### config.mk
export PLATFORM = sky130hd
export DESIGN_NAME = vor_pos_cnt
export DESIGN_NICKNAME = d
export VERILOG_FILES = /design/src/hw/rtl/vor_pkg.sv /design/src/hw/rtl/vor_pos_cnt.sv
export SDC_FILE = /design/constraint.sdc
export NUM_CORES = 1
export LEC_CHECK = 0
export BUFFER_PORTS_ARGS = -buffer_cell sky130_fd_sc_hd__clkbuf_2
export CAP_MARGIN = 20
export CORE_MARGIN = 2
export CORE_UTILIZATION = 58
export CTS_CLUSTER_DIAMETER = 40
export DETAILED_ROUTE_END_ITERATION = 8
export PLACE_DENSITY = 0.79
export SETUP_SLACK_MARGIN = 0.5
export SLEW_MARGIN = 20
export SYNTH_ARGS = -nofsm -noshare
export SYNTH_HDL_FRONTEND = slang
export SYNTH_SLANG_ARGS = --single-unit
### constraint.sdc
create_clock -name aclk -period 3.95 [get_ports aclk]
set_clock_uncertainty 0.1 [all_clocks]
set_input_delay 0.79 -clock aclk [delete_from_list [all_inputs] [get_ports aclk]]
set_output_delay 0.79 -clock aclk [all_outputs]
set_load 0.05 [all_outputs]
### src/hw/rtl/vor_pkg.sv
// ----------------------------------------------------------------------------
// vor_pkg
// Shared types and constants of the vertical OR filter.
// ----------------------------------------------------------------------------
package vor_pkg;

    localparam int CH_W   = 8;
    localparam int PIX_W  = 3 * CH_W;
    localparam int CFG_W  = 11;
    localparam int CFG_IDX_W = 1;

    localparam logic [CFG_IDX_W-1:0] REG_IMAGE_WIDTH  = 1'b0;
    localparam logic [CFG_IDX_W-1:0] REG_IMAGE_HEIGHT = 1'b1;

    localparam logic [CFG_W-1:0] IMAGE_WIDTH_RESET  = 11'd640;
    localparam logic [CFG_W-1:0] IMAGE_HEIGHT_RESET = 11'd480;

    localparam int MAX_WIDTH_DEF  = 1024;
    localparam int MAX_HEIGHT_DEF = 1024;

    // position of one pixel in the frame, as seen by the filter stage
    typedef struct packed {
        logic has_above;    // a row above exists, so a finished pixel leaves
        logic above_first;  // the row above is the first row: passes unchanged
        logic last_row;     // the pixel itself leaves too
        logic row_end;      // last pixel of its row
    } pos_flags_t;

endpackage

### src/hw/rtl/vor_pos_cnt.sv
// ----------------------------------------------------------------------------
// vor_pos_cnt
// Size registers and column/row counters of the incoming raster.
// ----------------------------------------------------------------------------
module vor_pos_cnt #(
    parameter int MAX_WIDTH  = vor_pkg::MAX_WIDTH_DEF,
    parameter int MAX_HEIGHT = vor_pkg::MAX_HEIGHT_DEF
) (
    input  logic                          aclk,
    input  logic                          aresetn,
    input  logic                          cfg_we,
    input  logic [vor_pkg::CFG_IDX_W-1:0] cfg_idx,
    input  logic [vor_pkg::CFG_W-1:0]     cfg_wdata,
    input  logic                          advance,
    output logic [$clog2(MAX_WIDTH)-1:0]  col,
    output vor_pkg::pos_flags_t           flags
);

    localparam int COL_W = $clog2(MAX_WIDTH);
    localparam int ROW_W = (MAX_HEIGHT > 1) ? $clog2(MAX_HEIGHT) : 1;
    localparam int WS_W  = $clog2(MAX_WIDTH + 1);
    localparam int HS_W  = $clog2(MAX_HEIGHT + 1);
    localparam int MS_W  = (WS_W > HS_W) ? WS_W : HS_W;
    localparam int SZ_W  = (MS_W > vor_pkg::CFG_W) ? MS_W : vor_pkg::CFG_W;

    logic [vor_pkg::CFG_W-1:0] width_reg;
    logic [vor_pkg::CFG_W-1:0] height_reg;
    logic [COL_W-1:0]          col_reg;
    logic [COL_W-1:0]          col_next;
    logic [ROW_W-1:0]          row_reg;
    logic [ROW_W-1:0]          row_next;

    logic [SZ_W-1:0] width_ext;
    logic [SZ_W-1:0] height_ext;
    logic [SZ_W-1:0] width_eff;
    logic [SZ_W-1:0] height_eff;
    logic            row_end;
    logic            last_row;

    always_ff @(posedge aclk) begin
        if (!aresetn) begin
            width_reg  <= vor_pkg::IMAGE_WIDTH_RESET;
            height_reg <= vor_pkg::IMAGE_HEIGHT_RESET;
        end else if (cfg_we) begin
            case (cfg_idx)
                vor_pkg::REG_IMAGE_WIDTH:  width_reg  <= cfg_wdata;
                vor_pkg::REG_IMAGE_HEIGHT: height_reg <= cfg_wdata;
                default: ;
            endcase
        end
    end

    // zero counts as one, oversize is held at the maximum
    assign width_ext  = SZ_W'(width_reg);
    assign height_ext = SZ_W'(height_reg);

    always_comb begin
        if (width_ext == '0) begin
            width_eff = SZ_W'(1);
        end else if (width_ext > SZ_W'(MAX_WIDTH)) begin
            width_eff = SZ_W'(MAX_WIDTH);
        end else begin
            width_eff = width_ext;
        end
        if (height_ext == '0) begin
            height_eff = SZ_W'(1);
        end else if (height_ext > SZ_W'(MAX_HEIGHT)) begin
            height_eff = SZ_W'(MAX_HEIGHT);
        end else begin
            height_eff = height_ext;
        end
    end

    // >= so a counter left beyond a shrunk size wraps at its next step
    assign row_end  = (SZ_W'(col_reg) + SZ_W'(1)) >= width_eff;
    assign last_row = (SZ_W'(row_reg) + SZ_W'(1)) >= height_eff;

    always_comb begin
        col_next = col_reg;
        row_next = row_reg;
        if (advance) begin
            if (row_end) begin
                col_next = '0;
                row_next = last_row ? '0 : row_reg + ROW_W'(1);
            end else begin
                col_next = col_reg + COL_W'(1);
            end
        end
    end

    always_ff @(posedge aclk) begin
        if (!aresetn) begin
            col_reg <= '0;
            row_reg <= '0;
        end else begin
            col_reg <= col_next;
            row_reg <= row_next;
        end
    end

    assign col               = col_reg;
    assign flags.has_above   = (row_reg != '0);
    assign flags.above_first = (row_reg == ROW_W'(1));
    assign flags.last_row    = last_row;
    assign flags.row_end     = row_end;

endmodule

Yosys cells after proc, flatten, opt, wreduce, memory -nomap -nowiden:

Index checks and enable logic that the tools add are counted.
W data, S select, Z words.

* $add $sub $neg: 4
* multiply operators: 0
* div/mod/pow operators: 0
* $lt $le $gt $ge: 4
* equal/unequal tests: 1
* shift operators: 0
* muxes and demuxes: 6
* bitwise operators: 1
* reduce and logical (&&, ||, !) cells: 6

Operators by type and width (count)
* $mux W11: 4
* $add A10 B1 Y11 const B: 2
* $ge A11 B11 Y1: 2
* $gt A11 B11 Y1 const B: 2
* $logic_not A11 Y1: 2
* $add A10 B1 Y10 const B: 2
* $mux W10: 2
* $eq A10 B1 Y1 const B: 1
* $reduce_bool A10 Y1: 1
* $reduce_and A2 Y1: 3
* $not A1 Y1: 1

* register bits: 42
* bits in latches: 0
* bits in writable memories: 0
* bits in read-only memories: 0
* input port bits: 16
* output and inout port bits: 14
* word-level logic and storage cells: 26
* memories kept: 0

Logic depth before layout (Yosys ltp):

* word-level depth: 5
* mapped depth: 13
* mapped depth without buffers: 12

Least setup slack after synthesis:

Ideal clock, no wire load.

* path type: flip-flop to output port
* from: reg col_reg[0], in the netlist col[0]
* to: out flags[0] (netlist name)
* arrival: 2532 ps
* data required time: 3060 ps
* setup slack: 528 ps
* stages on the path, launching flop included: 11
* buffers on the path: 1
* cells stage by stage: dfxtp_1 > ha_1 > inv_1 > or3_1 > xnor2_1 > ha_1 > nand2_1 > nor3_1 > a21oi_1 > nand2_2 > buf_4

* longest elaborated chain between the ends: 2

RTL lines
* from (decl): line vor_pos_cnt.sv:28 `logic [COL_W-1:0] col_reg;`
* from (signal assigned): line vor_pos_cnt.sv:96 `col_reg <= col_next;`
* $add A10 B1 Y11: line vor_pos_cnt.sv:75 `assign row_end = (SZ_W'(col_reg) + SZ_W'(1)) >= width_eff;`
* $ge A11 B11 Y1: line vor_pos_cnt.sv:75
* to (decl): line vor_pos_cnt.sv:16 `output vor_pkg::pos_flags_t flags`

No other way between the ends.

==> metrics.md <==
| Metric | Value |
|---|---|
| Status | `complete, no violations` |
| Crit Path Class | `register to primary output` |
| Max_cap viols | `0` |
| Crit-path slowest cell | `dfxtp_4` |
| Top sig layer | `met4` |
| Reg clk slew, reported paths | `around 0.08 ns` |
| Final hold vios | `0` |
| Drt wl/cell | `15.43 um` |
| Post-CTS Hold Buffers | `0` |
| Synth Net Count | `~350` |
| Tot GR Track Use | `0.2364` |
| CTS H-tree depth | `2` |
| Worst skew pair latency | `about 0.3 ns` |
| Post-detail-place hpwl | `4.066 mm` |
| Max clock buf depth | `2` |
| Die Y-Extent | `~70 um` |
| WHS Endpoint | `width_ext[6]` |
| Most frequent cells in the layout | `nand2_1, dfxtp_1, clkbuf_2` |
| Sequential share of the synthesized area | `0.3328` |
| Worst path cell trace | `buf_4 -> ha_4 -> and3_4 -> nand2_1 -> nor2_2 -> xor2_1 -> ha_2 -> o21ai_1 -> nand2b_1 -> a21oi_2 -> nor2_4 -> buf_8` |
| RSZ-0062 raised after global routing | `true` |
| Core area | `~4100 um2` |
| Met3 Wirelength | `between 300 and 400 um` |
| Hold path start | `width_ext[6]` |
| Slew Limit Headroom | `0.5689` |
| Vias in the first global route | `between 2000 and 2500` |
| Synth area leaders | `dfxtp_1, ha_1, nand2_1, a21boi_0, a22o_1` |
| F_max | `0.2802 GHz` |
| Mapped Area | `approximately 2500 um2` |
| Final setup fails | `0` |
| R2R depth | `14` |
| R2R Path End | `row_reg[0]` |
| Cell taking the most area after synthesis | `dfxtp_1` |
| DR vias | `2309` |
| Largest stage delay, worst path | `around 0.37 ns` |
| Total CTS buffers | `5` |
| Total clock sinks | `42` |
| Rows | `23` |
| Flops & latches, synth | `42` |
| Synthesized instance count | `a little over 300` |
| Initial antenna violation count | `0` |
| Num ports | `30` |
| CTS tree | `built` |
| Final GP Congestion | `around 0.83` |
| Die X | `around 70 um` |
| Largest net degree at the start of global routing | `33` |
| Die area | `approximately 4900 um2` |
| Reg2reg setup slack | `a little under 0.8 ns` |
| Leak pwr | `1.370 nW` |
| Global-route wire length before repair | `9.384 mm` |
| Hold WC Path Type | `register to register` |
| Root buffer cell | `clkbuf_8` |
| Metal2 WL | `about 2.8 mm` |
| DRC errors left | `0` |
| ANT cells | `0` |
| Syn_area_per_cell | `approximately 8.1 um2` |
| Hold depth | `2` |
| Overall power | `between 0.8 and 0.9 mW` |
| Area grow syn2layout | `18.87%` |
| Synthesis warning total | `0` |
| EDFF count, synth | `0` |
| CP startpoint kind | `register` |
| Worst reg2reg startpoint | `row_reg[1]` |
| Post-route setup TNS | `0 ns` |
| Gr ovfl total | `0` |
| PwrDens | `about 280 nW/um2` |
| Avg Vias per Cell | `between 5 and 6` |
| Final nets | `a little under 400` |
| Ratio of cells with drive above 1 in the final layout | `0.2341` |
| Starting density of the core | `0.6182` |
| Top FF cell, synth | `dfxtp_1` |
| Worst Tran Pin Value | `between 0.6 and 0.7 ns` |
| CP endpoint kind | `primary output` |
| CP arrival | `approximately 2.7 ns` |
| Post-synth ARST share | `0` |
| Port Buffers | `29` |
| Antenna Nets Post-Route | `0` |
| DR iter-0 viols | `around 190` |
| Data required, critical path | `3.06 ns` |
| Wl on met1 | `approximately 2.8 mm` |
| Slew Viols, Final | `0` |
| Cell variety after synth | `38` |
| Commonest non-fill, non-tap cell in the layout | `nand2_1` |
| Crit-path max FO | `5` |
| Area fraction of the dominant cell type after synthesis | `0.3328` |
| Final min period | `~3.6 ns` |
| Final period utilization | `0.9034` |
| Post-Route WL | `6.110 mm` |
| Max VDD drop | `0.2156 mV` |
| Drt pass-1 iters | `4` |
-- Yosys cell counts (4+ instances only) --
master / count
nor2b_1: 7
xnor2_1: 9
nor4_1: 7
nand2_1: 78
o21ai_1: 4
nand3_1: 18
nor2_1: 11
inv_1: 7
xor2_1: 7
and3_1: 4
a22o_1: 12
nor3_1: 5
dfxtp_1: 42
a21oi_1: 10
ha_1: 26
clkbuf_1: 12
a21boi_0: 16
-- report_power, final --
part / internal, mW / switching, mW / total [mW]
Combinational: 0.0396 / 0.0681 / 0.108
Sequential: 0.435 / 0.0123 / 0.447
Clock: 0.141 / 0.159 / 0.299
-- area by class of cell --
| cell class | count | area (um2) |
|---|---|---|
| well taps | 50 | 62.56 |
| multi-input cells | 244 | 1690 |
| flip-flops and latches | 42 | 862.1 |
| inverters | 10 | 37.54 |
| clock inverters | 2 | 12.51 |
| fillers | 308 | 1084 |
| clock buffers | 6 | 82.58 |
| repair buffers | 42 | 255.2 |
-- stage by stage --
stage	area [um2]	util	cells	setup slack, ns	hold slack (ns)
after global routing	3003	0.7348	396	0.2605	0.4002
after global placement	2674	0.6543	375	0.6076	0.3713
after CTS	2834	0.6935	385	0.4220	0.3891
after detailed placement	2674	0.6543	375	0.4846	0.3776
after floorplan	2526	-	310	0.5276	0.3562
final	3003	0.7348	396	0.3815	0.3890
-- repair_timing --
item,CTS,global route
buffers inserted,2,11
setup endpoints to repair,2,2
gates resized for setup,15,23
pin swaps,3,6
-- worst max-delay path by stage --
stage / start / to / slack (ns) / cells past startpoint
final: row_reg[1] / flags[1] / 0.38 / 12
after CTS: row_reg[2] / flags[1] / 0.42 / 10
after global routing: row_reg[1] / flags[1] / 0.26 / 12
after global placement: row_reg[0] / flags[1] / 0.61 / 10
after floorplan: col[0] / flags[0] / 0.53 / 10
after detailed placement: row_reg[0] / flags[1] / 0.48 / 10
-- logic make-up after synthesis --
logic type	count (synthesis)	synth area share
xor+xnor	16	0.05548
compound gates	60	0.1852
buf+inv	24	0.03863
fa+ha+maj	26	0.1288
flops	42	0.3328
simple gates	141	0.2546
mux	1	0.004457
-- routing by layer --
metal | up-vias | GRT usage
met5 | - | 0
met4 | 0 | 0.08333
met3 | 11 | 0.05195
met2 | 72 | 0.3683
met1 | 1069 | 0.3221
li1 | 1157 | -
-- critical path: cells and delay by family (launching register included) --
family	cells	cell delay, ns
flops	1	0.37
compound gates	2	0.39
fa+ha+maj	2	0.45
simple gates	5	0.66
buf+inv	2	0.28
xor+xnor	1	0.22
No activity file was read; power rests on OpenSTA's default activity.
