**config.mk**
```make
export PLATFORM = sky130hd
export DESIGN_NAME = vor_out_stage
export DESIGN_NICKNAME = d
export VERILOG_FILES = /design/src/hw/rtl/vor_pkg.sv /design/src/hw/rtl/vor_out_stage.sv
export SDC_FILE = /design/constraint.sdc
export NUM_CORES = 1
export LEC_CHECK = 0
export BUFFER_PORTS_ARGS = -buffer_cell sky130_fd_sc_hd__buf_2
export CAP_MARGIN = 20
export CORE_MARGIN = 4
export CORE_UTILIZATION = 25
export CTS_CLUSTER_SIZE = 8
export DETAILED_ROUTE_END_ITERATION = 10
export PLACE_DENSITY = 0.47
export SYNTH_ARGS = -nofsm -noshare
export SYNTH_HDL_FRONTEND = slang
export SYNTH_SLANG_ARGS = --single-unit
```
**constraint.sdc**
```tcl
create_clock -name aclk -period 5.3 [get_ports aclk]
set_input_delay 0.53 -clock aclk [delete_from_list [all_inputs] [get_ports aclk]]
set_output_delay 0.53 -clock aclk [all_outputs]
set_load 0.005 [all_outputs]
```
**src/hw/rtl/vor_pkg.sv**
```systemverilog
// ----------------------------------------------------------------------------
// vor_pkg
// Shared types and constants of the vertical OR filter.
// ----------------------------------------------------------------------------
package vor_pkg;

    localparam int CH_W   = 8;
    localparam int PIX_W  = 3 * CH_W;
    localparam int CFG_W  = 11;
    localparam int CFG_IDX_W = 1;

    localparam logic [CFG_IDX_W-1:0] REG_IMAGE_WIDTH  = 1'b0;
    localparam logic [CFG_IDX_W-1:0] REG_IMAGE_HEIGHT = 1'b1;

    localparam logic [CFG_W-1:0] IMAGE_WIDTH_RESET  = 11'd640;
    localparam logic [CFG_W-1:0] IMAGE_HEIGHT_RESET = 11'd480;

    localparam int MAX_WIDTH_DEF  = 1024;
    localparam int MAX_HEIGHT_DEF = 1024;

    // position of one pixel in the frame, as seen by the filter stage
    typedef struct packed {
        logic has_above;    // a row above exists, so a finished pixel leaves
        logic above_first;  // the row above is the first row: passes unchanged
        logic last_row;     // the pixel itself leaves too
        logic row_end;      // last pixel of its row
    } pos_flags_t;

endpackage

```
**src/hw/rtl/vor_out_stage.sv**
```systemverilog
// ----------------------------------------------------------------------------
// vor_out_stage
// Filter stage: combines the line store data with the held pixel and feeds
// the result register, zero, one or two results per pixel.
// ----------------------------------------------------------------------------
module vor_out_stage #(
    parameter int MAX_WIDTH = vor_pkg::MAX_WIDTH_DEF
) (
    input  logic                           aclk,
    input  logic                           aresetn,
    // new pixel, taken when in_take is high
    input  logic                           in_take,
    output logic                           in_ready,
    input  logic [$clog2(MAX_WIDTH)-1:0]   in_col,
    input  vor_pkg::pos_flags_t            in_flags,
    input  logic [vor_pkg::PIX_W-1:0]      in_pix,
    // line store
    input  logic [2*vor_pkg::PIX_W-1:0]    ram_rd_data,
    output logic                           ram_we,
    output logic [$clog2(MAX_WIDTH)-1:0]   ram_waddr,
    output logic [2*vor_pkg::PIX_W-1:0]    ram_wdata,
    // result channel
    output logic                           m_valid,
    input  logic                           m_ready,
    output logic [vor_pkg::CH_W-1:0]       m_out_blue,
    output logic [vor_pkg::CH_W-1:0]       m_out_green,
    output logic [vor_pkg::CH_W-1:0]       m_out_red,
    output logic                           m_run_last,
    output logic                           m_frame_end
);

    localparam int COL_W = $clog2(MAX_WIDTH);
    localparam int PW    = vor_pkg::PIX_W;
    localparam int CW    = vor_pkg::CH_W;

    logic                s1_valid_reg;
    logic [COL_W-1:0]    s1_col_reg;
    vor_pkg::pos_flags_t s1_flags_reg;
    logic [PW-1:0]       s1_pix_reg;
    logic                s1_phase_reg;
    logic                byp_hit_reg;
    logic [2*PW-1:0]     byp_data_reg;

    logic                m_valid_reg;
    logic [PW-1:0]       m_pix_reg;
    logic                m_run_last_reg;
    logic                m_frame_end_reg;

    logic [2*PW-1:0]     rows;
    logic [PW-1:0]       older;
    logic [PW-1:0]       newer;
    logic [PW-1:0]       above;
    logic                need_above;
    logic                need_self;
    logic                need_any;
    logic                out_free;
    logic                emit_fire;
    logic                emit_above;
    logic                s1_done;

    // a write to the same column at the read edge is not seen by the ram
    assign rows  = byp_hit_reg ? byp_data_reg : ram_rd_data;
    assign older = rows[2*PW-1:PW];
    assign newer = rows[PW-1:0];
    assign above = s1_flags_reg.above_first ? newer : (older | newer | s1_pix_reg);

    assign need_above = s1_flags_reg.has_above;
    assign need_self  = s1_flags_reg.last_row;
    assign need_any   = need_above || need_self;
    assign out_free   = !m_valid_reg || m_ready;
    assign emit_above = need_above && !s1_phase_reg;
    assign emit_fire  = s1_valid_reg && need_any && out_free;
    assign s1_done    = s1_valid_reg && (!need_any ||
                        (out_free && !(emit_above && need_self)));

    assign in_ready = !s1_valid_reg || s1_done;

    assign ram_we    = s1_done;
    assign ram_waddr = s1_col_reg;
    assign ram_wdata = {newer, s1_pix_reg};

    always_ff @(posedge aclk) begin
        if (!aresetn) begin
            s1_valid_reg <= 1'b0;
            s1_phase_reg <= 1'b0;
            byp_hit_reg  <= 1'b0;
        end else begin
            if (in_take) begin
                s1_valid_reg <= 1'b1;
                byp_hit_reg  <= s1_done && (s1_col_reg == in_col);
            end else if (s1_done) begin
                s1_valid_reg <= 1'b0;
            end
            if (s1_done) begin
                s1_phase_reg <= 1'b0;
            end else if (emit_fire) begin
                s1_phase_reg <= 1'b1;
            end
        end
    end

    always_ff @(posedge aclk) begin
        if (in_take) begin
            s1_col_reg   <= in_col;
            s1_flags_reg <= in_flags;
            s1_pix_reg   <= in_pix;
            byp_data_reg <= ram_wdata;
        end
    end

    always_ff @(posedge aclk) begin
        if (!aresetn) begin
            m_valid_reg <= 1'b0;
        end else if (emit_fire) begin
            m_valid_reg <= 1'b1;
        end else if (m_ready) begin
            m_valid_reg <= 1'b0;
        end
    end

    always_ff @(posedge aclk) begin
        if (emit_fire) begin
            if (emit_above) begin
                m_pix_reg       <= above;
                m_run_last_reg  <= !need_self;
                m_frame_end_reg <= 1'b0;
            end else begin
                m_pix_reg       <= s1_pix_reg;
                m_run_last_reg  <= 1'b1;
                m_frame_end_reg <= s1_flags_reg.row_end;
            end
        end
    end

    assign m_valid     = m_valid_reg;
    assign m_out_blue  = m_pix_reg[CW-1:0];
    assign m_out_green = m_pix_reg[2*CW-1:CW];
    assign m_out_red   = m_pix_reg[3*CW-1:2*CW];
    assign m_run_last  = m_run_last_reg;
    assign m_frame_end = m_frame_end_reg;

    // a pixel with results pending never retires while the output is blocked
    assert property (@(posedge aclk) disable iff (!aresetn)
        s1_valid_reg && need_any && !out_free |-> !s1_done)
        else $error("filter stage retired with blocked output");

    // the second-result phase only exists for last-row pixels with a row above
    assert property (@(posedge aclk) disable iff (!aresetn)
        s1_phase_reg |-> s1_valid_reg && need_above && need_self)
        else $error("second-result phase on wrong pixel");

    // entering the second phase means the first result just went out, not last
    assert property (@(posedge aclk) disable iff (!aresetn)
        $rose(s1_phase_reg) |-> m_valid_reg && !m_run_last_reg)
        else $error("first of two results marked last");

    // a bypass hit only follows a retire and take in the same cycle
    assert property (@(posedge aclk) disable iff (!aresetn)
        in_take && !s1_done |=> !byp_hit_reg)
        else $error("bypass hit without concurrent store write");

endmodule

```
* Yosys cells after proc, flatten, opt, wreduce, memory -nomap -nowiden
Cells that the tools add are included.
Storage, ports and cells: flip-flop bits (word level) 116, input port bits 90, output and inout port bits 87
Cells by class: equal/unequal tests 1, mux-type cells 7, bitwise operators 3, reductions and logical operators 20
Operator list (count):
- $mux 24 | 2
- $mux 48 | 1
- $or 24x24->24 | 2
- $eq 10x10->1 | 1
- $logic_and 1x1->1 | 7
- $logic_not 1->1 | 6
- $logic_or 1x1->1 | 4
- $mux 1 | 4
- $reduce_bool 2->1 | 2
- $reduce_or 2->1 | 1
- $not 1->1 | 1

* Longest topological paths before layout
Gate-level depths: netlist of the first run.
depth in word-level cells 9, mapped depth 7, mapped depth without buffers 4

* Worst setup path before layout of the first run
OpenSTA, ideal clock, no wires.
path kind input port to flip-flop, from input port m_ready, to register m_frame_end_reg (netlist: m_frame_end), enable pin, arrival time 1.878 ns, data required time 4.887 ns, setup slack 3.009 ns, cell stages on the path 2, path buffers 0, path through nand2b_1 nor2b_1
On the way: word-level cells in the longest chain between the ends 2
RTL lines:
- from (decl) | line vor_out_stage.sv:24 | input logic m_ready,
- $logic_or 1x1->1 | line vor_out_stage.sv:70 | assign out_free = !m_valid_reg || m_ready;
- $logic_and 1x1->1 | line vor_out_stage.sv:72 | assign emit_fire = s1_valid_reg && need_any && out_free;
- via emit_fire | line vor_out_stage.sv:57 | logic emit_fire;
- to (signal assigned) | line vor_out_stage.sv:130 | m_frame_end_reg <= s1_flags_reg.row_end;
- to (decl) | line vor_out_stage.sv:47 | logic m_frame_end_reg;
The timed path passes the listed nets, and every way through them passes these cells. A chain may end at the register's enable or synchronous reset.

* Final worst setup path of the first run
from register byp_hit_reg, to output port ram_wdata[32] (netlist name)
On the way: word-level cells in the longest chain between the ends 1
RTL lines:
- from (decl) | line vor_out_stage.sv:41 | logic byp_hit_reg;
- from (signal assigned) | line vor_out_stage.sv:90 | byp_hit_reg <= s1_done && (s1_col_reg == in_col);
- $mux 48 | line vor_out_stage.sv:62 | assign rows = byp_hit_reg ? byp_data_reg : ram_rd_data;
- to (decl) | line vor_out_stage.sv:21 | output logic [2*vor_pkg::PIX_W-1:0] ram_wdata,
Every way passes these cells.

==> impl_results.html, run 1 <==
<table>
<tr><th>Metric</th><th>Value</th></tr>
<tr><th colspan="2">Status</th></tr>
<tr><td>Result of the run</td><td>completed</td></tr>
<tr><th colspan="2">GRT</th></tr>
<tr><td>Largest net degree at the start of global routing</td><td>50</td></tr>
<tr><td>Global-route wire length before repair</td><td>18200 um</td></tr>
<tr><td>Vias in the first global route</td><td>3316</td></tr>
<tr><td>Total gr overflow</td><td>0</td></tr>
<tr><td>Number of antenna violations at the first check in global routing</td><td>0</td></tr>
<tr><td>Global-route usage over all layers</td><td>11.6%</td></tr>
<tr><th colspan="2">Floorplanning</th></tr>
<tr><td>Number of placement rows</td><td>49</td></tr>
<tr><td>Initial Util</td><td>25.6%</td></tr>
<tr><td>DIE AREA</td><td>20900 um2</td></tr>
<tr><td>IO Count</td><td>177</td></tr>
<tr><td>Die H</td><td>144 um</td></tr>
<tr><td>Placeable core area</td><td>18100 um2</td></tr>
<tr><td>Floorplan die width</td><td>144 um</td></tr>
<tr><th colspan="2">Setup path</th></tr>
<tr><td>Launching element type of the critical path</td><td>flip-flop</td></tr>
<tr><td>Slowest stage delay, CP</td><td>0.90 ns</td></tr>
<tr><td>Crit path max fanout</td><td>49</td></tr>
<tr><td>Crit end category</td><td>output port</td></tr>
<tr><td>Highest-delay cell along the critical path</td><td>sky130_fd_sc_hd__dfxtp_4</td></tr>
<tr><td>Worst endpoint required time</td><td>4.77 ns</td></tr>
<tr><td>Cell-by-cell listing of the critical path</td><td>mux2i_1, inv_1, buf_2</td></tr>
<tr><td>Critical path class</td><td>flip-flop to output port</td></tr>
<tr><td>Worst flop-to-flop path startpoint</td><td>s1_phase_reg</td></tr>
<tr><td>Crit path arrival time</td><td>2.05 ns</td></tr>
<tr><td>Critical Path Start</td><td>byp_hit_reg</td></tr>
<tr><th colspan="2">Drt</th></tr>
<tr><td>Total via count in the routed design</td><td>3163</td></tr>
<tr><td>DRC violation total after the first TritonRoute iteration</td><td>155</td></tr>
<tr><td>Drt first pass iters</td><td>4</td></tr>
<tr><td>Total wirelength of the detailed-routed design</td><td>12000 um</td></tr>
<tr><td>Final routed wire length divided by cell count</td><td>16.4 um</td></tr>
<tr><td>DRC viols</td><td>0</td></tr>
<tr><td>Via count normalized by instance count</td><td>4.32</td></tr>
<tr><td>Post-route ant nets</td><td>0</td></tr>
<tr><th colspan="2">Place</th></tr>
<tr><td>Half-perimeter wire length after detailed placement</td><td>8230 um</td></tr>
<tr><td>Placed cell count</td><td>701</td></tr>
<tr><td>Placer congestion estimate</td><td>0.726</td></tr>
<tr><td>IO Port Bufs</td><td>176</td></tr>
<tr><td>Place WS</td><td>2.94 ns</td></tr>
<tr><th colspan="2">Logic synthesis</th></tr>
<tr><td>Most used flip-flop cell after synthesis</td><td>sky130_fd_sc_hd__edfxtp_1</td></tr>
<tr><td>Post-synthesis sequential area ratio</td><td>74.0%</td></tr>
<tr><td>Cells after Synth</td><td>305</td></tr>
<tr><td>Count of state elements after synthesis</td><td>116</td></tr>
<tr><td>Combined area of all synthesized cells</td><td>4650 um2</td></tr>
<tr><td>Number of flops mapped to enable cells by yosys</td><td>112</td></tr>
<tr><td>Count of yosys warnings during synthesis</td><td>0</td></tr>
<tr><td>Synthesized net count</td><td>395</td></tr>
<tr><td>Distinct cells, synth</td><td>24</td></tr>
<tr><td>Mean cell area of the mapped netlist</td><td>15.3 um2</td></tr>
<tr><td>Synth async-reset ratio</td><td>0%</td></tr>
<tr><th colspan="2">Clocking</th></tr>
<tr><td>CTS tree</td><td>done</td></tr>
<tr><td>Clk slew on worst S/H paths</td><td>0.06 ns</td></tr>
<tr><td>Number of hold-repair buffers added at the cts stage</td><td>0</td></tr>
<tr><td>Root buffer cell</td><td>sky130_fd_sc_hd__clkbuf_16</td></tr>
<tr><td>Max Buffers Root-to-Sink</td><td>2</td></tr>
<tr><td>Number of buffers added for setup after CTS</td><td>0</td></tr>
<tr><td>Clk Latency, worst-skew pair</td><td>0.41 ns</td></tr>
<tr><td>Number of CTS-inserted buffers</td><td>17</td></tr>
<tr><td>Deepest level of the CTS H-tree</td><td>4</td></tr>
<tr><td>Post-CTS resize count</td><td>0</td></tr>
<tr><td>Number of clock sinks</td><td>116</td></tr>
<tr><th colspan="2">Finish</th></tr>
<tr><td>Post-layout nets</td><td>581</td></tr>
<tr><td>Final core utilization</td><td>35.1%</td></tr>
<tr><td>Max reg flops</td><td>48</td></tr>
<tr><td>Total inserted antenna cells</td><td>0</td></tr>
<tr><td>Area of all sequential standard cells</td><td>3450 um2</td></tr>
<tr><td>Fill cell count</td><td>1814</td></tr>
<tr><td>Fraction of final layout cells with drive strength greater than 1</td><td>41.1%</td></tr>
<tr><td>Layout overhead on the synthesized area</td><td>36.7%</td></tr>
<tr><td>Multi-input combinational cell area</td><td>1030 um2</td></tr>
<tr><td>Layout Cells excl Fill</td><td>733</td></tr>
<tr><th colspan="2">Timing</th></tr>
<tr><td>Smallest hold slack</td><td>0.294 ns</td></tr>
<tr><td>Setup repair after global routing missed its margin</td><td>no</td></tr>
<tr><td>Actual slew at the worst max-slew pin</td><td>0.929 ns</td></tr>
<tr><td>Final worst-path cycle share</td><td>48.6%</td></tr>
<tr><td>Highest clock rate</td><td>388 MHz</td></tr>
<tr><td>Worst path setup slack after routing</td><td>2.72 ns</td></tr>
<tr><td>Final hold viol count</td><td>0</td></tr>
<tr><td>Total Negative Setup Slacks</td><td>0 ns</td></tr>
<tr><td>Crit path time final</td><td>2.58 ns</td></tr>
<tr><td>Max_slew headroom</td><td>38.1%</td></tr>
<tr><td>Final number of max-transition violations</td><td>0</td></tr>
<tr><td>Setup violators final</td><td>0</td></tr>
<tr><td>Post-route clock skew</td><td>0.00767 ns</td></tr>
<tr><th colspan="2">Worst hold path</th></tr>
<tr><td>Hold_sp</td><td>in_pix[3]</td></tr>
<tr><td>Min-delay worst type</td><td>input port to flip-flop</td></tr>
<tr><th colspan="2">Power and ir drop</th></tr>
<tr><td>Areal power density over the cells</td><td>389 nW/um2</td></tr>
<tr><td>Peak supply drop</td><td>0.000202 V</td></tr>
<tr><td>Leakage power total</td><td>2.50 nW</td></tr>
<tr><th colspan="2">Flow run</th></tr>
<tr><td>Max cap viols</td><td>0</td></tr>
</table>
critical path, delay by kind of cell, from the launching register on:
kind | cells | cell delay (ns)
mux | 1 | 0.39
buf+inv | 2 | 0.26
flops | 1 | 0.90
power by group:
group          switching (W)  internal (W)  leakage (nW)
logic               0.000104     0.0000846          1.10
registers          0.0000297       0.00109          1.11
clock network       0.000394      0.000775         0.284
worst paths after layout:
kind	to	slack [ns]	depth (start not counted)
worst max-delay path	ram_wdata[32]	2.72	3
worst min-delay path	s1_pix_reg[3]	0.29	1
worst max register to register	m_pix_reg[3]	3.10	4
worst min register to register	byp_data_reg[1]	0.48	0
metrics by stage:
step / total power [W] / instance area, um2
2_1_floorplan: 0.00121 / 4650
3_3_place_gp: 0.00133 / 5760
3_5_place_dp: 0.00133 / 5760
4_1_cts: 0.00252 / 6360
5_1_grt: 0.00259 / 6360
6_report: 0.00248 / 6360
cells in the final DEF, fill, tap and decap left out, types with 2 or more instances in the layout:
cell                         netlist  routed
sky130_fd_sc_hd__clkbuf_1          1       2
sky130_fd_sc_hd__xnor2_1          10      10
sky130_fd_sc_hd__a21oi_1          49      49
sky130_fd_sc_hd__nor2_1           27      27
sky130_fd_sc_hd__clkbuf_16         0      17
sky130_fd_sc_hd__nor2b_1           3       2
sky130_fd_sc_hd__o21ai_0           2       2
sky130_fd_sc_hd__inv_1            26      26
sky130_fd_sc_hd__buf_2             4     175
sky130_fd_sc_hd__edfxtp_1        112     112
sky130_fd_sc_hd__nand4_1           3       3
sky130_fd_sc_hd__buf_4             4       3
sky130_fd_sc_hd__bufinv_16         0       4
sky130_fd_sc_hd__dfxtp_1           4       3
sky130_fd_sc_hd__mux2i_1          48      48
sky130_fd_sc_hd__clkinv_1          0       5
sky130_fd_sc_hd__clkinv_2          0       2
sky130_fd_sc_hd__clkinvlp_4        0       2
final cells by class:
cell class	instances	share of cell area, %
Clock buffer	19	6.81
Tap cell	229	4.50
Multi-Input combinational cell	152	16.3
Inverter	26	1.53
Timing Repair Buffer	178	14.1
Clock inverter	13	2.58
Sequential cell	116	54.2
metal layers:
layer	global-route usage [%]	share of wire, %	routed length (um)
met1	14.0	43	5130
met2	19.0	49	5860
met3	4.89	7.3	876
met4	3.68	0.98	118
met5	0	0	0
cell families after synthesis:
family                    after synthesis  synth area share, %
buffers and inverters                  37                 4.01
and+or+nand+nor                        40                 3.90
DFF                                   116                 74.0
AOI/OAI and AO/OA                      54                 5.91
muxes                                  48                 10.3
xor gates and xnor gates               10                 1.88
synth_stat cells, types with 2 or more instances:
master / count / share of area [%]
sky130_fd_sc_hd__a21oi_1: 49 / 5.3
sky130_fd_sc_hd__buf_2: 4 / 0.43
sky130_fd_sc_hd__buf_4: 4 / 0.65
sky130_fd_sc_hd__dfxtp_1: 4 / 1.7
sky130_fd_sc_hd__edfxtp_1: 112 / 72
sky130_fd_sc_hd__inv_1: 26 / 2.1
sky130_fd_sc_hd__mux2i_1: 48 / 10
sky130_fd_sc_hd__nand2b_1: 2 / 0.27
sky130_fd_sc_hd__nand4_1: 3 / 0.40
sky130_fd_sc_hd__nor2_1: 27 / 2.2
sky130_fd_sc_hd__nor2b_1: 3 / 0.40
sky130_fd_sc_hd__o21ai_0: 2 / 0.22
sky130_fd_sc_hd__xnor2_1: 10 / 1.9
Power figures use the tool's default switching activity.
==> run 2, diff against run 1 <==
clock period = 2.65 ns   (was 5.3 ns; I/O delays follow)
==> impl_results.html, run 2 (synthesis gave the netlist of run 1 again) <==
<table>
<tr><th>Metric</th><th>Value</th></tr>
<tr><th colspan="2">Timing</th></tr>
<tr><td>Total Negative Setup Slacks</td><td>0 ns</td></tr>
<tr><td>Final worst-path cycle share</td><td>77.1%</td></tr>
<tr><td>Crit path time final</td><td>2.04 ns</td></tr>
<tr><td>Smallest hold slack</td><td>0.0273 ns</td></tr>
<tr><td>Setup violators final</td><td>0</td></tr>
<tr><td>Highest clock rate</td><td>489 MHz</td></tr>
<tr><td>Final number of max-transition violations</td><td>0</td></tr>
<tr><td>Post-route clock skew</td><td>0.00667 ns</td></tr>
<tr><td>Actual slew at the worst max-slew pin</td><td>0.477 ns</td></tr>
<tr><td>Setup repair after global routing missed its margin</td><td>no</td></tr>
<tr><td>Max_slew headroom</td><td>68.2%</td></tr>
<tr><td>Final hold viol count</td><td>0</td></tr>
<tr><th colspan="2">Place</th></tr>
<tr><td>Placer congestion estimate</td><td>0.728</td></tr>
<tr><td>Cell area after placement</td><td>5830 um2</td></tr>
<tr><td>Half-perimeter wire length after detailed placement</td><td>8550 um</td></tr>
<tr><td>IO Port Bufs</td><td>176</td></tr>
<tr><th colspan="2">Finish</th></tr>
<tr><td>Layout overhead on the synthesized area</td><td>38.1%</td></tr>
<tr><td>Leading cell types in the layout, fill and taps excluded</td><td>sky130_fd_sc_hd__buf_2 (175), sky130_fd_sc_hd__edfxtp_1 (112), sky130_fd_sc_hd__a21oi_1 (49)</td></tr>
<tr><td>Post-layout nets</td><td>587</td></tr>
<tr><td>Final core utilization</td><td>35.4%</td></tr>
<tr><td>Cell area after layout</td><td>6430 um2</td></tr>
<tr><td>Max reg flops</td><td>48</td></tr>
<tr><td>Fraction of final layout cells with drive strength greater than 1</td><td>43.1%</td></tr>
<tr><td>Commonest non-fill, non-tap cell in the layout</td><td>sky130_fd_sc_hd__buf_2</td></tr>
<tr><th colspan="2">Floorplanning</th></tr>
<tr><td>Placeable core area</td><td>18100 um2</td></tr>
<tr><td>Floorplan die width</td><td>144 um</td></tr>
<tr><td>Die H</td><td>144 um</td></tr>
<tr><td>Initial Util</td><td>25.6%</td></tr>
<tr><td>Number of placement rows</td><td>49</td></tr>
<tr><td>DIE AREA</td><td>20900 um2</td></tr>
<tr><td>IO Count</td><td>177</td></tr>
<tr><th colspan="2">Status</th></tr>
<tr><td>Result of the run</td><td>completed</td></tr>
<tr><th colspan="2">Power and ir drop</th></tr>
<tr><td>Peak supply drop</td><td>0.000411 V</td></tr>
<tr><td>Leakage power total</td><td>2.53 nW</td></tr>
<tr><td>Areal power density over the cells</td><td>764 nW/um2</td></tr>
<tr><th colspan="2">Drt</th></tr>
<tr><td>Total via count in the routed design</td><td>3138</td></tr>
<tr><td>Total wirelength of the detailed-routed design</td><td>12000 um</td></tr>
<tr><td>Post-route ant nets</td><td>0</td></tr>
<tr><td>DRC violation total after the first TritonRoute iteration</td><td>123</td></tr>
<tr><td>Via count normalized by instance count</td><td>4.24</td></tr>
<tr><td>Final routed wire length divided by cell count</td><td>16.2 um</td></tr>
<tr><td>Drt first pass iters</td><td>4</td></tr>
<tr><td>DRC viols</td><td>0</td></tr>
<tr><th colspan="2">Setup path</th></tr>
<tr><td>Worst endpoint required time</td><td>2.38 ns</td></tr>
<tr><td>Crit end category</td><td>output port</td></tr>
<tr><td>Critical path class</td><td>flip-flop to output port</td></tr>
<tr><td>Crit path max fanout</td><td>15</td></tr>
<tr><td>Crit path arrival time</td><td>1.78 ns</td></tr>
<tr><td>Launching element type of the critical path</td><td>flip-flop</td></tr>
<tr><th colspan="2">Clocking</th></tr>
<tr><td>Clk slew on worst S/H paths</td><td>0.05 ns</td></tr>
<tr><td>Post-CTS resize count</td><td>0</td></tr>
<tr><td>Number of buffers added for setup after CTS</td><td>0</td></tr>
<tr><td>Clk Latency, worst-skew pair</td><td>0.41 ns</td></tr>
<tr><td>Number of clock sinks</td><td>116</td></tr>
<tr><td>Root buffer cell</td><td>sky130_fd_sc_hd__clkbuf_16</td></tr>
<tr><td>Max Buffers Root-to-Sink</td><td>2</td></tr>
<tr><td>Number of CTS-inserted buffers</td><td>17</td></tr>
<tr><td>Number of hold-repair buffers added at the cts stage</td><td>0</td></tr>
<tr><td>Deepest level of the CTS H-tree</td><td>4</td></tr>
<tr><td>CTS tree</td><td>done</td></tr>
<tr><th colspan="2">GRT</th></tr>
<tr><td>Total gr overflow</td><td>0</td></tr>
<tr><td>Global-route wire length before repair</td><td>18200 um</td></tr>
<tr><td>Vias in the first global route</td><td>3341</td></tr>
<tr><td>Number of antenna violations at the first check in global routing</td><td>1</td></tr>
<tr><td>Largest net degree at the start of global routing</td><td>43</td></tr>
<tr><td>Global-route usage over all layers</td><td>11.6%</td></tr>
<tr><th colspan="2">Worst hold path</th></tr>
<tr><td>Min-delay worst type</td><td>input port to flip-flop</td></tr>
<tr><th colspan="2">Flow run</th></tr>
<tr><td>Max cap viols</td><td>0</td></tr>
</table>
## run 2: cell types whose count changed in the layout (fill, tap and decap cells not counted), sizes merged
cell	delta
clkinv	-1
clkinvlp	+4
clkbuf	-2
bufinv	-1
diode	+1
buf	+6
## run 2: final cells by class
| type | instances | area (um2) |
|---|---|---|
| Clock buffer | 17 | 425 |
| Tap cell | 229 | 287 |
| Antenna cell | 1 | 2.50 |
| Multi-Input combinational cell | 152 | 1030 |
| Clock inverter | 15 | 165 |
| Sequential cell | 116 | 3450 |
| Inverter | 26 | 97.6 |
| Timing Repair Buffer | 184 | 968 |
| Fill cell | 1819 | 11700 |
## run 2: report_power, final
group          switching [W]  internal (W)
clock network       0.000824       0.00146
logic               0.000215      0.000177
registers          0.0000575       0.00217
## run 2: metal layers
metal | vias to the layer above | track usage, % | part of all wire (%)
met5 | - | 0 | 0
met4 | 0 | 4.17 | 1.1
met3 | 13 | 4.79 | 7.3
met2 | 115 | 18.2 | 48
met1 | 1499 | 14.5 | 43
li1 | 1511 | - | -
## run 2: metrics by stage
| stage | total power (W) | worst slack, ns | std cells |
|---|---|---|---|
| after floorplan | 0.00241 | 0.545 | 305 |
| after global placement | 0.00266 | 0.948 | 707 |
| after detailed placement | 0.00267 | 0.932 | 707 |
| after CTS | 0.00499 | 0.551 | 739 |
| after global routing | 0.00513 | 0.442 | 740 |
| final | 0.00491 | 0.606 | 740 |
## run 2: critical path, cell delays in order, from the launching register on
cell	delay, ns
sky130_fd_sc_hd__dfxtp_4	0.47
sky130_fd_sc_hd__buf_4	0.33
sky130_fd_sc_hd__mux2i_1	0.32
sky130_fd_sc_hd__inv_1	0.09
sky130_fd_sc_hd__buf_2	0.15
## run 2: final timing paths
path | from | to | slack, ns | cells past startpoint
worst max-delay path | byp_hit_reg | ram_wdata[34] | 0.61 | 4
worst min-delay path | in_pix[17] | s1_pix_reg[17] | 0.03 | 1
worst max register to register | need_above | m_pix_reg[5] | 0.98 | 3
worst min register to register | s1_pix_reg[9] | byp_data_reg[9] | 0.48 | 0
==> run 3, diff against run 2 <==
ABC_AREA = 1   (was not set)
clock period = 1.9 ns   (was 2.65 ns; I/O delays follow)
==> impl_results.html, run 3 <==
<table>
<tr><th>Metric</th><th>Value</th></tr>
<tr><th colspan="2">Status</th></tr>
<tr><td>Result of the run</td><td>completed</td></tr>
<tr><th colspan="2">Logic synthesis</th></tr>
<tr><td>Synth cell count leaders</td><td>sky130_fd_sc_hd__edfxtp_1 (112), sky130_fd_sc_hd__nand2_1 (77), sky130_fd_sc_hd__o21ai_0 (67)</td></tr>
<tr><td>Mean cell area of the mapped netlist</td><td>11.4 um2</td></tr>
<tr><td>Complex-gate fraction of the synthesized area</td><td>10.5%</td></tr>
<tr><td>Post-synthesis sequential area ratio</td><td>70.8%</td></tr>
<tr><td>Number of flops mapped to enable cells by yosys</td><td>112</td></tr>
<tr><td>Share of Yosys cell area claimed by the top area cell type</td><td>69.1%</td></tr>
<tr><td>Synth async-reset ratio</td><td>0%</td></tr>
<tr><td>Synthesized-area fraction occupied by adder cells</td><td>0%</td></tr>
<tr><td>Synth Area in Simple Gates</td><td>12.1%</td></tr>
<tr><td>Main combinational cell family by area after synthesis</td><td>simple AND/OR/NAND/NOR gates</td></tr>
<tr><td>Count of yosys warnings during synthesis</td><td>0</td></tr>
<tr><td>Most instantiated library cell after synthesis</td><td>sky130_fd_sc_hd__edfxtp_1</td></tr>
<tr><td>Combined area of all synthesized cells</td><td>4860 um2</td></tr>
<tr><td>Cells after Synth</td><td>425</td></tr>
<tr><td>Count of state elements after synthesis</td><td>116</td></tr>
<tr><td>Synthesized net count</td><td>515</td></tr>
<tr><td>XOR/XNOR Fraction of Synth Area</td><td>0.540%</td></tr>
<tr><td>Mux cell area share after synthesis</td><td>0%</td></tr>
<tr><td>Most used flip-flop cell after synthesis</td><td>sky130_fd_sc_hd__edfxtp_1</td></tr>
<tr><td>Distinct cells, synth</td><td>23</td></tr>
<tr><td>Top post-synthesis cells by area</td><td>sky130_fd_sc_hd__edfxtp_1 (69%), sky130_fd_sc_hd__o21ai_0 (6.9%), sky130_fd_sc_hd__nand2_1 (5.9%)</td></tr>
<tr><td>Leading area contributor after synthesis</td><td>sky130_fd_sc_hd__edfxtp_1</td></tr>
<tr><th colspan="2">Timing</th></tr>
<tr><td>Setup violators final</td><td>0</td></tr>
<tr><td>Total Negative Setup Slacks</td><td>0 ns</td></tr>
<tr><td>Setup repair after global routing missed its margin</td><td>no</td></tr>
<tr><td>Highest clock rate</td><td>574 MHz</td></tr>
<tr><td>Final hold viol count</td><td>0</td></tr>
<tr><td>Smallest hold slack</td><td>0.0533 ns</td></tr>
<tr><td>Max_slew headroom</td><td>41.9%</td></tr>
<tr><td>Final number of max-transition violations</td><td>0</td></tr>
<tr><td>Crit path time final</td><td>1.74 ns</td></tr>
<tr><td>Actual slew at the worst max-slew pin</td><td>0.871 ns</td></tr>
<tr><td>Final worst-path cycle share</td><td>91.7%</td></tr>
<tr><td>Post-route clock skew</td><td>0.00986 ns</td></tr>
<tr><th colspan="2">Clocking</th></tr>
<tr><td>Number of clock sinks</td><td>116</td></tr>
<tr><td>CTS tree</td><td>done</td></tr>
<tr><td>Max Buffers Root-to-Sink</td><td>2</td></tr>
<tr><td>Root buffer cell</td><td>sky130_fd_sc_hd__clkbuf_16</td></tr>
<tr><td>Deepest level of the CTS H-tree</td><td>4</td></tr>
<tr><td>Clk Latency, worst-skew pair</td><td>0.40 ns</td></tr>
<tr><td>Number of CTS-inserted buffers</td><td>17</td></tr>
<tr><td>Clk slew on worst S/H paths</td><td>0.05 ns</td></tr>
<tr><td>Number of buffers added for setup after CTS</td><td>0</td></tr>
<tr><th colspan="2">Finish</th></tr>
<tr><td>Max reg flops</td><td>48</td></tr>
<tr><td>Layout overhead on the synthesized area</td><td>45.7%</td></tr>
<tr><td>Post-layout nets</td><td>737</td></tr>
<tr><td>Commonest non-fill, non-tap cell in the layout</td><td>sky130_fd_sc_hd__buf_2</td></tr>
<tr><td>Fraction of final layout cells with drive strength greater than 1</td><td>33.5%</td></tr>
<tr><td>Final core utilization</td><td>37.5%</td></tr>
<tr><td>Multi-input combinational cell area</td><td>1120 um2</td></tr>
<tr><td>Fill cell count</td><td>1946</td></tr>
<tr><td>Cell area after layout</td><td>7090 um2</td></tr>
<tr><td>Leading cell types in the layout, fill and taps excluded</td><td>sky130_fd_sc_hd__buf_2 (175), sky130_fd_sc_hd__edfxtp_1 (112), sky130_fd_sc_hd__nand2_1 (77)</td></tr>
<tr><td>Area of all sequential standard cells</td><td>3440 um2</td></tr>
<tr><td>Total inserted antenna cells</td><td>0</td></tr>
<tr><th colspan="2">Place</th></tr>
<tr><td>Cell area after placement</td><td>6050 um2</td></tr>
<tr><td>IO Port Bufs</td><td>176</td></tr>
<tr><td>Half-perimeter wire length after detailed placement</td><td>8970 um</td></tr>
<tr><td>Placer congestion estimate</td><td>0.732</td></tr>
<tr><th colspan="2">Drt</th></tr>
<tr><td>Via count normalized by instance count</td><td>4.15</td></tr>
<tr><td>Total via count in the routed design</td><td>3817</td></tr>
<tr><td>Post-route ant nets</td><td>0</td></tr>
<tr><td>DRC violation total after the first TritonRoute iteration</td><td>163</td></tr>
<tr><td>Final routed wire length divided by cell count</td><td>14.6 um</td></tr>
<tr><td>Total wirelength of the detailed-routed design</td><td>13400 um</td></tr>
<tr><td>Drt first pass iters</td><td>4</td></tr>
<tr><td>DRC viols</td><td>0</td></tr>
<tr><th colspan="2">GRT</th></tr>
<tr><td>Global-route wire length before repair</td><td>21400 um</td></tr>
<tr><td>Vias in the first global route</td><td>4043</td></tr>
<tr><td>Number of antenna violations at the first check in global routing</td><td>0</td></tr>
<tr><td>Largest net degree at the start of global routing</td><td>50</td></tr>
<tr><td>Total gr overflow</td><td>0</td></tr>
<tr><td>Global-route usage over all layers</td><td>12.5%</td></tr>
<tr><th colspan="2">Power and ir drop</th></tr>
<tr><td>Peak supply drop</td><td>0.000538 V</td></tr>
<tr><td>Areal power density over the cells</td><td>1020 nW/um2</td></tr>
<tr><td>Total Power</td><td>0.00726 W</td></tr>
<tr><td>Leakage power total</td><td>3.03 nW</td></tr>
<tr><th colspan="2">Floorplanning</th></tr>
<tr><td>Placeable core area</td><td>18900 um2</td></tr>
<tr><td>Floorplan die width</td><td>147 um</td></tr>
<tr><td>DIE AREA</td><td>21800 um2</td></tr>
<tr><td>Initial Util</td><td>25.7%</td></tr>
<tr><td>Number of placement rows</td><td>50</td></tr>
<tr><td>IO Count</td><td>177</td></tr>
<tr><td>Die H</td><td>147 um</td></tr>
<tr><th colspan="2">Flow run</th></tr>
<tr><td>Max cap viols</td><td>0</td></tr>
<tr><th colspan="2">Worst hold path</th></tr>
<tr><td>Hold_sp</td><td>aresetn</td></tr>
<tr><td>Min-delay worst type</td><td>input port to flip-flop</td></tr>
<tr><th colspan="2">Setup path</th></tr>
<tr><td>Worst flop-to-flop path startpoint</td><td>need_above</td></tr>
<tr><td>Critical path class</td><td>flip-flop to output port</td></tr>
<tr><td>Crit path arrival time</td><td>1.55 ns</td></tr>
<tr><td>Worst endpoint required time</td><td>1.71 ns</td></tr>
<tr><td>Crit path max fanout</td><td>14</td></tr>
<tr><td>Critical Path Start</td><td>need_above</td></tr>
<tr><td>Crit end category</td><td>output port</td></tr>
<tr><td>Launching element type of the critical path</td><td>flip-flop</td></tr>
</table>
## run 3: cell count changes in the layout (fill, tap and decap cells not counted), moves of 27 or more
cell	before	now
sky130_fd_sc_hd__nand2_1	1	77
sky130_fd_sc_hd__o21ai_0	2	67
sky130_fd_sc_hd__dlygate4sd3_1	0	38
sky130_fd_sc_hd__mux2i_1	48	0
sky130_fd_sc_hd__o21ai_1	1	28
sky130_fd_sc_hd__a21oi_1	49	3
## run 3: cells by family after synthesis
kind of cell	count (synthesis)
AND/OR/NAND/NOR	138
flip-flops	116
AO/OA/AOI/OAI	100
buffers and inverters	68
XOR/XNOR	3
## run 3: report_power, final
part	internal, W	leakage (nW)	switching, W
logic	0.000294	1.61	0.000344
clock network	0.00234	0.308	0.00119
registers	0.00302	1.11	0.0000749
total	0.00566	3.03	0.00160
## run 3: per-layer routing
metal | share of wire, % | track usage [%] | up-vias
met1 | 44 | 15.8 | 1779
met2 | 48 | 20.6 | 142
met4 | 0.72 | 3.12 | 0
met3 | 7.3 | 4.54 | 6
met5 | 0 | 0 | -
li1 | - | - | 1890
## run 3: final timing paths
path / to / slack [ns] / depth (start not counted)
max: ram_we / 0.16 / 7
min: s1_phase_reg / 0.05 / 2
max reg2reg: m_pix_reg[14] / 0.34 / 5
min reg2reg: byp_data_reg[16] / 0.47 / 0
## run 3: worst max-delay path: stages (launching register included)
cell and delay [ns]:
sky130_fd_sc_hd__edfxtp_1 0.32, sky130_fd_sc_hd__inv_1 0.07, sky130_fd_sc_hd__nor2_4 0.09, sky130_fd_sc_hd__buf_4 0.23, sky130_fd_sc_hd__nand2_1 0.12, sky130_fd_sc_hd__nand3_1 0.14, sky130_fd_sc_hd__inv_1 0.05, sky130_fd_sc_hd__buf_2 0.12
## run 3: per-stage QoR
stage	cells	setup WS, ns
finish	920	0.157
global route	920	0.0190
CTS	920	0.0129
detailed placement	850	0.257
global placement	850	0.291
floorplan	425	0.449
## run 3: what timing repair did
| action | in CTS | in global routing |
|---|---|---|
| gates cloned | 0 | 0 |
| gates resized for setup | 1 | 2 |
| endpoints found under the hold margin | 38 | 0 |
| hold buffers | 38 | 0 |
| pin swaps | 0 | 0 |
| endpoints found under the setup margin | 24 | 23 |
## run 3: layout make-up
class,count,area share (%)
multi-input combinational,241,15.9
inverter,49,2.67
clock inverter,11,2.44
sequential,116,48.6
timing repair buffer,222,19.1
tap,260,4.59
clock buffer,21,6.78
